## config.mk

```make
export PLATFORM = sky130hd
export DESIGN_NAME = byte_budget_admission_top_flat
export DESIGN_NICKNAME = d
export VERILOG_FILES = /design/src/design/bba_pkg.sv /design/src/design/bba_if.sv /design/src/design/byte_budget_admission_top.sv /design/src/design/bba_in_stage.sv /design/src/design/bba_core.sv /design/src/flat_wrapper.sv
export SDC_FILE = /design/constraint.sdc
export NUM_CORES = 1
export LEC_CHECK = 0
export BUFFER_PORTS_ARGS = -buffer_cell sky130_fd_sc_hd__buf_2
export CORE_ASPECT_RATIO = 0.5
export CORE_MARGIN = 8
export CORE_UTILIZATION = 35
export DETAILED_ROUTE_END_ITERATION = 10
export PLACE_DENSITY = 0.57
export SETUP_SLACK_MARGIN = 0.3
export SLEW_MARGIN = 20
export SYNTH_ARGS = -nofsm -noshare
export SYNTH_HDL_FRONTEND = slang
export SYNTH_SLANG_ARGS = --single-unit
```

## constraint.sdc

```tcl
create_clock -name clk -period 10.4 [get_ports clk]
set_clock_uncertainty 0.2 [all_clocks]
set_input_delay 0.52 -clock clk [delete_from_list [all_inputs] [get_ports clk]]
set_output_delay 0.52 -clock clk [all_outputs]
set_load 0.02 [all_outputs]
```

## src/design/bba_pkg.sv

```systemverilog
package bba_pkg;

  // fixed field widths of the transaction payloads
  localparam int FIELD_W        = 48;
  localparam int COUNT_W        = 32;
  localparam int OP_W           = 2;
  localparam int BYTE_WIDTH_DEF = 48;

  // request operation codes
  typedef enum logic [OP_W-1:0] {
    OP_ACQUIRE = 2'd0,
    OP_RELEASE = 2'd1,
    OP_SHRINK  = 2'd2
  } op_t;

  // one request as held in the input register
  typedef struct packed {
    logic [OP_W-1:0]    op;
    logic [FIELD_W-1:0] amount;
    logic [FIELD_W-1:0] shrink_to;
  } req_t;

  // input register towards the budget core
  typedef struct packed {
    logic valid;
    req_t req;
  } stage_t;

  // one result as held in the output register
  typedef struct packed {
    logic               granted;
    logic               error;
    logic [FIELD_W-1:0] in_use;
    logic [FIELD_W-1:0] peak_use;
    logic [COUNT_W-1:0] reject_count;
  } rsp_t;

endpackage

```

## src/design/bba_if.sv

```systemverilog
// request channel
interface bba_in_if;
  import bba_pkg::*;

  logic               valid;
  logic               ready;
  logic [OP_W-1:0]    op;
  logic [FIELD_W-1:0] amount;
  logic [FIELD_W-1:0] shrink_to;

  modport source (output valid, output op, output amount, output shrink_to, input ready);
  modport sink   (input valid, input op, input amount, input shrink_to, output ready);
endinterface

// result channel
interface bba_out_if;
  import bba_pkg::*;

  logic               valid;
  logic               ready;
  logic               granted;
  logic               error;
  logic [FIELD_W-1:0] in_use;
  logic [FIELD_W-1:0] peak_use;
  logic [COUNT_W-1:0] reject_count;

  modport source (output valid, output granted, output error, output in_use,
                  output peak_use, output reject_count, input ready);
  modport sink   (input valid, input granted, input error, input in_use,
                  input peak_use, input reject_count, output ready);
endinterface

```

## src/design/byte_budget_admission_top.sv

```systemverilog
// channel  | direction | handshake         | payload
// in_ch    | in        | valid / ready     | op, amount, shrink_to
// out_ch   | out       | valid / ready     | granted, error, in_use, peak_use, reject_count
// cfg      | in        | cfg_we            | cfg_wdata (capacity)
//
// one transaction per cycle sustained while out_ch is ready; a result is offered once
// the transaction has passed the input register and then the result register
// the budget state closes its loop combinationally: compare, add or subtract, saturate
// synchronous active-low reset clears capacity, use, peak, reject count and valids
// a stalled result holds while the input register still takes one more transaction
module byte_budget_admission_top #(
  parameter int BYTE_WIDTH = bba_pkg::BYTE_WIDTH_DEF
) (
  input  logic                        clk,
  input  logic                        rst_n,
  input  logic                        cfg_we,
  input  logic [bba_pkg::FIELD_W-1:0] cfg_wdata,
  bba_in_if.sink                      in_ch,
  bba_out_if.source                   out_ch
);
  import bba_pkg::*;

  stage_t stage;
  logic   advance;

  // input register
  bba_in_stage u_in_stage (
    .clk     (clk),
    .rst_n   (rst_n),
    .in_ch   (in_ch),
    .advance (advance),
    .stage   (stage)
  );

  // budget state and result register
  bba_core #(
    .BYTE_WIDTH (BYTE_WIDTH)
  ) u_core (
    .clk       (clk),
    .rst_n     (rst_n),
    .cfg_we    (cfg_we),
    .cfg_wdata (cfg_wdata),
    .stage     (stage),
    .advance   (advance),
    .out_ch    (out_ch)
  );

endmodule

```

## src/design/bba_in_stage.sv

```systemverilog
module bba_in_stage (
  input  logic            clk,
  input  logic            rst_n,
  bba_in_if.sink          in_ch,
  input  logic            advance,
  output bba_pkg::stage_t stage
);
  import bba_pkg::*;

  logic valid_r;
  logic valid_nxt;
  req_t req_r;
  logic accept;

  // register frees up whenever its contents move on
  assign in_ch.ready = !valid_r || advance;
  assign accept      = in_ch.valid && in_ch.ready;

  always_comb begin
    valid_nxt = valid_r;
    if (accept) begin
      valid_nxt = 1'b1;
    end else if (advance) begin
      valid_nxt = 1'b0;
    end
  end

  always_ff @(posedge clk) begin
    if (!rst_n) begin
      valid_r <= 1'b0;
    end else begin
      valid_r <= valid_nxt;
    end
  end

  // payload capture, no reset
  always_ff @(posedge clk) begin
    if (accept) begin
      req_r.op        <= in_ch.op;
      req_r.amount    <= in_ch.amount;
      req_r.shrink_to <= in_ch.shrink_to;
    end
  end

  assign stage.valid = valid_r;
  assign stage.req   = req_r;

endmodule

```

## src/design/bba_core.sv

```systemverilog
module bba_core #(
  parameter int BYTE_WIDTH = bba_pkg::BYTE_WIDTH_DEF
) (
  input  logic                        clk,
  input  logic                        rst_n,
  input  logic                        cfg_we,
  input  logic [bba_pkg::FIELD_W-1:0] cfg_wdata,
  input  bba_pkg::stage_t             stage,
  output logic                        advance,
  bba_out_if.source                   out_ch
);
  import bba_pkg::*;

  // common width for moving between field and budget widths
  localparam int XW = (BYTE_WIDTH > FIELD_W) ? BYTE_WIDTH : FIELD_W;

  logic [BYTE_WIDTH-1:0] cap_r;
  logic [BYTE_WIDTH-1:0] used_r;
  logic [BYTE_WIDTH-1:0] used_nxt;
  logic [BYTE_WIDTH-1:0] peak_r;
  logic [BYTE_WIDTH-1:0] peak_nxt;
  logic [COUNT_W-1:0]    rej_r;
  logic [COUNT_W-1:0]    rej_nxt;
  logic                  out_valid_r;
  logic                  out_valid_nxt;
  rsp_t                  rsp_r;
  rsp_t                  rsp_nxt;

  logic [XW-1:0]         cfg_wide;
  logic [XW-1:0]         amt_wide;
  logic [XW-1:0]         tgt_wide;
  logic [XW-1:0]         used_out_wide;
  logic [XW-1:0]         peak_out_wide;
  logic [BYTE_WIDTH-1:0] amt;
  logic [BYTE_WIDTH-1:0] tgt;
  logic [BYTE_WIDTH-1:0] held;
  logic [BYTE_WIDTH-1:0] room;
  logic [BYTE_WIDTH-1:0] diff;
  logic                  granted;
  logic                  error;

  // fit the 48-bit fields to the budget width
  assign cfg_wide = XW'(cfg_wdata);
  assign amt_wide = XW'(stage.req.amount);
  assign tgt_wide = XW'(stage.req.shrink_to);
  assign amt      = amt_wide[BYTE_WIDTH-1:0];
  assign tgt      = tgt_wide[BYTE_WIDTH-1:0];

  // free space and shrink difference
  assign held = (used_r < cap_r) ? used_r : cap_r;
  assign room = cap_r - held;
  assign diff = amt - tgt;

  // budget update for the transaction in the input register
  always_comb begin
    used_nxt = used_r;
    peak_nxt = peak_r;
    rej_nxt  = rej_r;
    granted  = 1'b0;
    error    = 1'b0;
    unique case (op_t'(stage.req.op))
      OP_ACQUIRE: begin
        if (amt > room) begin
          if (rej_r != '1) begin
            rej_nxt = rej_r + COUNT_W'(1);
          end
        end else begin
          used_nxt = used_r + amt;
          granted  = 1'b1;
          if (used_nxt > peak_r) begin
            peak_nxt = used_nxt;
          end
        end
      end
      OP_RELEASE: begin
        used_nxt = (amt > used_r) ? '0 : used_r - amt;
      end
      OP_SHRINK: begin
        if ((tgt > amt) || (diff > used_r)) begin
          error = 1'b1;
        end else begin
          used_nxt = used_r - diff;
        end
      end
      default: begin
      end
    endcase
  end

  // result word back at field width
  assign used_out_wide = XW'(used_nxt);
  assign peak_out_wide = XW'(peak_nxt);

  always_comb begin
    rsp_nxt.granted      = granted;
    rsp_nxt.error        = error;
    rsp_nxt.in_use       = used_out_wide[FIELD_W-1:0];
    rsp_nxt.peak_use     = peak_out_wide[FIELD_W-1:0];
    rsp_nxt.reject_count = rej_nxt;
  end

  // move on when the output register is empty or being drained
  assign advance = stage.valid && (!out_valid_r || out_ch.ready);

  always_comb begin
    out_valid_nxt = out_valid_r;
    if (advance) begin
      out_valid_nxt = 1'b1;
    end else if (out_ch.ready) begin
      out_valid_nxt = 1'b0;
    end
  end

  // budget state and capacity register
  always_ff @(posedge clk) begin
    if (!rst_n) begin
      cap_r       <= '0;
      used_r      <= '0;
      peak_r      <= '0;
      rej_r       <= '0;
      out_valid_r <= 1'b0;
    end else begin
      out_valid_r <= out_valid_nxt;
      if (cfg_we) begin
        cap_r <= cfg_wide[BYTE_WIDTH-1:0];
      end
      if (advance) begin
        used_r <= used_nxt;
        peak_r <= peak_nxt;
        rej_r  <= rej_nxt;
      end
    end
  end

  // result register, no reset
  always_ff @(posedge clk) begin
    if (advance) begin
      rsp_r <= rsp_nxt;
    end
  end

  assign out_ch.valid        = out_valid_r;
  assign out_ch.granted      = rsp_r.granted;
  assign out_ch.error        = rsp_r.error;
  assign out_ch.in_use       = rsp_r.in_use;
  assign out_ch.peak_use     = rsp_r.peak_use;
  assign out_ch.reject_count = rsp_r.reject_count;

endmodule

```

## src/flat_wrapper.sv

```systemverilog
// flat-port wrapper written by rule: the top's interface ports become plain ports
module byte_budget_admission_top_flat import bba_pkg::*;
#(
  parameter int BYTE_WIDTH = bba_pkg::BYTE_WIDTH_DEF
)
  (clk, rst_n, cfg_we, cfg_wdata, in_ch_valid, in_ch_op, in_ch_amount, in_ch_shrink_to, in_ch_ready, out_ch_valid, out_ch_granted, out_ch_error, out_ch_in_use, out_ch_peak_use, out_ch_reject_count, out_ch_ready);
  bba_in_if in_ch_i ();
  bba_out_if out_ch_i ();
  input  logic clk;
  input  logic rst_n;
  input  logic cfg_we;
  input  logic [bba_pkg::FIELD_W-1:0] cfg_wdata;
  input wire logic [$bits(in_ch_i.valid)-1:0] in_ch_valid;
  input wire logic [$bits(in_ch_i.op)-1:0] in_ch_op;
  input wire logic [$bits(in_ch_i.amount)-1:0] in_ch_amount;
  input wire logic [$bits(in_ch_i.shrink_to)-1:0] in_ch_shrink_to;
  output wire logic [$bits(in_ch_i.ready)-1:0] in_ch_ready;
  output wire logic [$bits(out_ch_i.valid)-1:0] out_ch_valid;
  output wire logic [$bits(out_ch_i.granted)-1:0] out_ch_granted;
  output wire logic [$bits(out_ch_i.error)-1:0] out_ch_error;
  output wire logic [$bits(out_ch_i.in_use)-1:0] out_ch_in_use;
  output wire logic [$bits(out_ch_i.peak_use)-1:0] out_ch_peak_use;
  output wire logic [$bits(out_ch_i.reject_count)-1:0] out_ch_reject_count;
  input wire logic [$bits(out_ch_i.ready)-1:0] out_ch_ready;
  assign in_ch_i.valid = in_ch_valid;
  assign in_ch_i.op = in_ch_op;
  assign in_ch_i.amount = in_ch_amount;
  assign in_ch_i.shrink_to = in_ch_shrink_to;
  assign in_ch_ready = in_ch_i.ready;
  assign out_ch_valid = out_ch_i.valid;
  assign out_ch_granted = out_ch_i.granted;
  assign out_ch_error = out_ch_i.error;
  assign out_ch_in_use = out_ch_i.in_use;
  assign out_ch_peak_use = out_ch_i.peak_use;
  assign out_ch_reject_count = out_ch_i.reject_count;
  assign out_ch_i.ready = out_ch_ready;
  byte_budget_admission_top #(.BYTE_WIDTH(BYTE_WIDTH)) u_core (.clk(clk), .rst_n(rst_n), .cfg_we(cfg_we), .cfg_wdata(cfg_wdata), .in_ch(in_ch_i), .out_ch(out_ch_i));
endmodule
```

## Yosys cells after proc, flatten, opt, wreduce, memory -nomap -nowiden

Index checks and enable logic that the tools add are counted.

- Bits in registers: 406
- Input bits: 151
- Output and inout bits: 132

- $add $sub $neg: 6
- Order comparisons: 6
- Equality and inequality tests: 3
- Mux-type cells: 17
- Reduce and logical (&&, ||, !) cells: 10

Operator list:

| kind | number |
|---|---|
| two-way mux 48 bit | 7 |
| greater-than comparator 48 bit | 5 |
| subtractor 48 bit | 4 |
| one-hot mux 48 bit (3 select lines) | 1 |
| two-way mux 32 bit | 3 |
| adder 48 bit | 1 |
| less-than comparator 48 bit | 1 |
| adder 32 x 1 -> 32 bit (second input constant) | 1 |
| inequality test 32 bit (second input constant) | 1 |
| two-way mux 1 bit | 6 |
| nonzero test 2 bit | 2 |
| logical OR 1 bit | 3 |
| == test 2 x 1 -> 1 bit (second input constant) | 1 |
| == test 2 bit (second input constant) | 1 |
| logical AND 1 bit | 2 |
| zero test 1 bit | 2 |
| zero test 2 bit | 1 |

## Logic depth before layout (Yosys ltp)

- Depth after elaboration: 6
- Gate-level depth with buffers: 42

## Modules after synthesis

From an unflattened synthesis, not the netlist that was laid out.

- Cells, all modules: 3972
- Area, all modules: 33606.0 um^2

By module, submodules not included:

| module | instances | cells each | area an instance (um^2) |
|---|---|---|---|
| bba_core | 1 | 3868 | 30598.1 |
| bba_in_stage | 1 | 104 | 3007.9 |

## Least setup slack after synthesis

No wires, ideal clock.

- Kind: register to register
- From: reg u_core.u_core.cap_r[27]
- To: reg u_core.u_core.used_r[19]
- Library setup time: 344 ps
- Arrival time: 7509 ps
- Path slack: 2347 ps
- Stages on the path, launching flop included: 38
- Clock period less this slack: 8053 ps
- Cell sequence: dfxtp_1 inv_1 ha_1 nand4_1 nor2_1 nand3_1 nor4_1 nand2_1 o221ai_1 a21oi_1 o21ai_1 clkbuf_1 mux2i_1 ha_1 nor2b_1 o31a_1 a221oi_2 o211ai_1 [2 not listed] o21a_1 nor3_1 o211ai_1 a21oi_1 xor2_1 ha_1 nand4_1 nor2_1 o211ai_1 nand4_1 a2111oi_1 a211o_1 buf_2 nand2_1 a21o_1 clkbuf_1 a222oi_1 a31oi_1

- Cells in the longest elaborated chain, start to end: 6

Ends and longest elaborated chain:

| what | RTL line | RTL |
|---|---|---|
| start, declared | bba_core.sv:17 | `logic [BYTE_WIDTH-1:0] cap_r;` |
| start signal, assigned | bba_core.sv:125 | `cap_r <= cfg_wide[BYTE_WIDTH-1:0];` |
| less-than comparator 48 bit | bba_core.sv:50 | `assign held = (used_r < cap_r) ? used_r : cap_r;` |
| two-way mux 48 bit | bba_core.sv:50 |  |
| subtractor 48 bit * | bba_core.sv:51 | `assign room = cap_r - held;` |
| greater-than comparator 48 bit * | bba_core.sv:63 | `if (amt > room) begin` |
| two-way mux 48 bit * | bba_core.sv:63 |  |
| one-hot mux 48 bit (3 select lines) * | bba_core.sv:61 | `unique case (op_t'(stage.req.op))` |
| end signal, assigned | bba_core.sv:128 | `used_r <= used_nxt;` |
| end, declared | bba_core.sv:18 | `logic [BYTE_WIDTH-1:0] used_r;` |

Every way passes the cells marked *; elsewhere a longest branch is shown, timed or not.
A chain may end at the register's enable or synchronous reset.

## Worst setup path after layout

- From: reg u_core.u_core.cap_r[1]
- To: reg u_core.u_core.used_r[10]

The elaborated chain is that of the path after synthesis.

==> results_dict.tcl <==
set metrics [dict create \
    pre_cts_ws_ns 0.7639 \
    synthTopCellsByCount "a21oi_1 (403), ha_1 (382), nor2_1 (356)" \
    max_slew_margin_pct 25.23 \
    synthAdderAreaFrac_pct 14.62 \
    async_flop_share_pct 0 \
    crit_required_ns 10.70 \
    synth_cell_type_count 94 \
    cts_tree "yes" \
    cts_max_path_buffers 3 \
    dpl.hpwl_um 107100 \
    start_kind "register" \
    worst_slew_pin_slew_ns 1.113 \
    crit_arrival_ns 9.82 \
    drt_iter0_markers 3122 \
    drc 0 \
    grt_pass1_vias 30690 \
    synth_top_cell_area_share_pct 20.51 \
    numCtsBuffers 44 \
    portBuffers 282 \
    dr.pass1.iters 6 \
    grt_overflow 0 \
    syn_nets 4447 \
    ant_nets 0 \
    htreeDepth 2 \
    crit_slowest_cell "a21oi_2" \
    finalHoldViolations 0 \
    yosysMostFrequentCell "a21oi_1" \
    clk_pin_slew_ns 0.07 \
    grt.total_usage_pct 24.48 \
    vias 32440 \
    hold_class "in2reg" \
    leakagePower_nw 17.51 \
    fin_crit_ns 9.514 \
    rsz0062_at_grt "no" \
    grt_pass1_wl_um 198200 \
    initial_core_util_pct 35.17 \
    status "finished, final reports clean" \
    synth_area_leader_cell "edfxtp_1" \
    max-cap-violations 0 \
    gp_congestion 0.9874 \
    synth_compound_area_share_pct 23.86 \
    numClockSinks 406 \
    cp_common_cell "buf_4" \
    vdd_drop_max_mv 0.1257 \
    fin_crit_sh_pct 91.48 \
    drt_wl_total_um 136600 \
    clockRootBuffer "clkbuf_16" \
    synth_top_family_by_area "compound AO/OA/AOI/OAI gates" \
    grt_max_degree 151 \
    critPathMaxFanout 11 \
    area_delta_synth_final_pct 20.77 \
    setup_ws_ns 0.8857 \
    synth-seq-cells 406 \
    synth-edff-count 228 \
    finalSetupViolCount 0 \
    powerDensity_nw_per_um2 159.9 \
    synthMuxAreaShare_pct 3.288 \
    yosys.area_share.simple_pct 14.66 \
    yosysWarnings 0 \
    crit_type "reg2reg" \
    slowest_delay_ns 0.46 \
    syn-cell-area_sq_um 33380 \
    slew_viol_final 0 \
    post_drt_wl_per_cell_um 24.00 \
    layout-drive-gt1-share_pct 13.51 \
    pin_count 283 \
    clock.fmax_mhz 105.1 \
    yosys-top-cells-area "edfxtp_1 (21%), ha_1 (14%), dfxtp_1 (11%)" \
    antenna_found_initial 5 \
    core_sq_um 94890 \
    vias_per_cell 5.698 \
    die_h_um 234.4 \
    synth_xor_area_share_pct 7.006 \
    ys.flop_type "edfxtp_1" \
    synth_sequential_area_ratio_pct 31.19 \
    clock_latency_ns 0.64 \
    die_area_sq_um 106100 \
    layout.nets 4922 \
    avgSynthCellArea_sq_um 8.539 \
    endpoint_kind "register" \
    fin_tns_setup_ns 0 \
    dieWidth_um 452.7 \
    rows 80 \
    syn_inst 3909 \
]
-- cell type report --
type | count | area (sq um)
fill | 9388 | 54580
multi-input combinational | 3047 | 21240
sequential | 406 | 10410
timing repair buffer | 595 | 4223
tap | 1271 | 1590
clock buffer | 50 | 1154
inverter | 290 | 1099
clock inverter | 32 | 590.6
antenna | 2 | 5.005
-- state kept, by name, indices dropped and copies added, names as in the netlist --
register / count
u_core.u_core.out_ch.valid: 1
u_core.u_core.out_ch.reject_count: 32
u_core.u_in_stage.stage: 98
u_core.u_core.used_r: 48
u_core.u_core.out_ch.in_use: 48
u_core.u_in_stage.valid_r: 1
u_core.u_core.peak_r: 48
u_core.u_core.cap_r: 48
u_core.u_core.out_ch.peak_use: 48
u_core.u_core.out_ch.granted: 1
u_core.u_core.rej_r: 32
u_core.u_core.out_ch.error: 1
-- cells by family (layout without fill, tap and decap cells) --
kind of cell             after synthesis  after routing
multiplexers                         109            109
other                                  0              2
AND/OR/NAND/NOR                     1054           1054
XOR/XNOR                             267            267
adder cells (fa/ha/maj)              387            387
buffers and inverters                456            967
flip-flops                           406            406
AO/OA/AOI/OAI                       1230           1230
-- path summary, 6_finish.rpt --
path	start	to	slack, ns	cells after the start
max	u_core.u_core.cap_r[1]$_SDFFE_PN0P_	u_core.u_core.used_r[10]$_SDFFE_PN0P_	0.89	43
min reg2reg	u_core.u_core.rej_r[10]$_SDFFE_PN0P_	u_core.u_core.rej_r[10]$_SDFFE_PN0P_	0.32	2
max reg2reg	u_core.u_core.cap_r[1]$_SDFFE_PN0P_	u_core.u_core.used_r[10]$_SDFFE_PN0P_	0.89	43
min	cfg_wdata[7]	u_core.u_core.cap_r[7]$_SDFFE_PN0P_	0.06	3
-- metal layers --
metal / global-route usage (%) / share of wire (%) / wire [um] / up-vias
li1: - / - / - / 15190
met5: 0 / 0.019 / 26 / -
met2: 36.45 / 41 / 56390 / 1385
met4: 5.183 / 2.1 / 2855 / 4
met1: 35.93 / 47 / 64040 / 15720
met3: 5.622 / 9.8 / 13340 / 132
-- worst max-delay path: cells and delay by family (launching register included) --
kind,cells,cell delay [ns]
flip-flops,1,0.37
buffers and inverters,8,1.50
adder cells (fa/ha/maj),4,1.03
XOR/XNOR,1,0.15
multiplexers,1,0.21
AO/OA/AOI/OAI,24,5.28
AND/OR/NAND/NOR,5,0.62
-- repair_timing --
| item | in CTS | in global routing |
|---|---|---|
| endpoints found under the setup margin | 0 | 180 |
| hold buffers | 147 | 0 |
| buffers inserted | 0 | 1 |
| hold endpoints to repair | 147 | 0 |
| resized for setup | 0 | 6 |
-- through the flow --
stage	instance area (sq um)	util (%)	hold slack [ns]	power, W	instances
3_3_place_gp	37050	39.04	0.2837	0.004405	5461
2_1_floorplan	33380	-	0.2669	0.003541	3909
4_1_cts	40260	42.43	0.02566	0.006406	5690
5_1_grt	40300	42.47	0.08067	0.006749	5691
6_report	40310	42.48	0.05582	0.006445	5693
3_5_place_dp	37050	39.04	0.3036	0.004426	5461
-- cells in the final DEF, fill, tap and decap left out, types with 149 or more instances in the layout --
master,n
a21oi_1,401
ha_1,382
nor2_1,355
inv_1,281
buf_2,281
nand2_1,278
o21ai_0,238
edfxtp_1,228
dfxtp_1,177
xnor2_1,173
buf_4,159
a21o_1,149
-- where the power goes --
part	switching (W)	internal [W]
logic	0.00160	0.00102
registers	0.0000968	0.00181
clock network	0.000782	0.00114
total	0.00247	0.00397
Power figures use the tool's default switching activity.
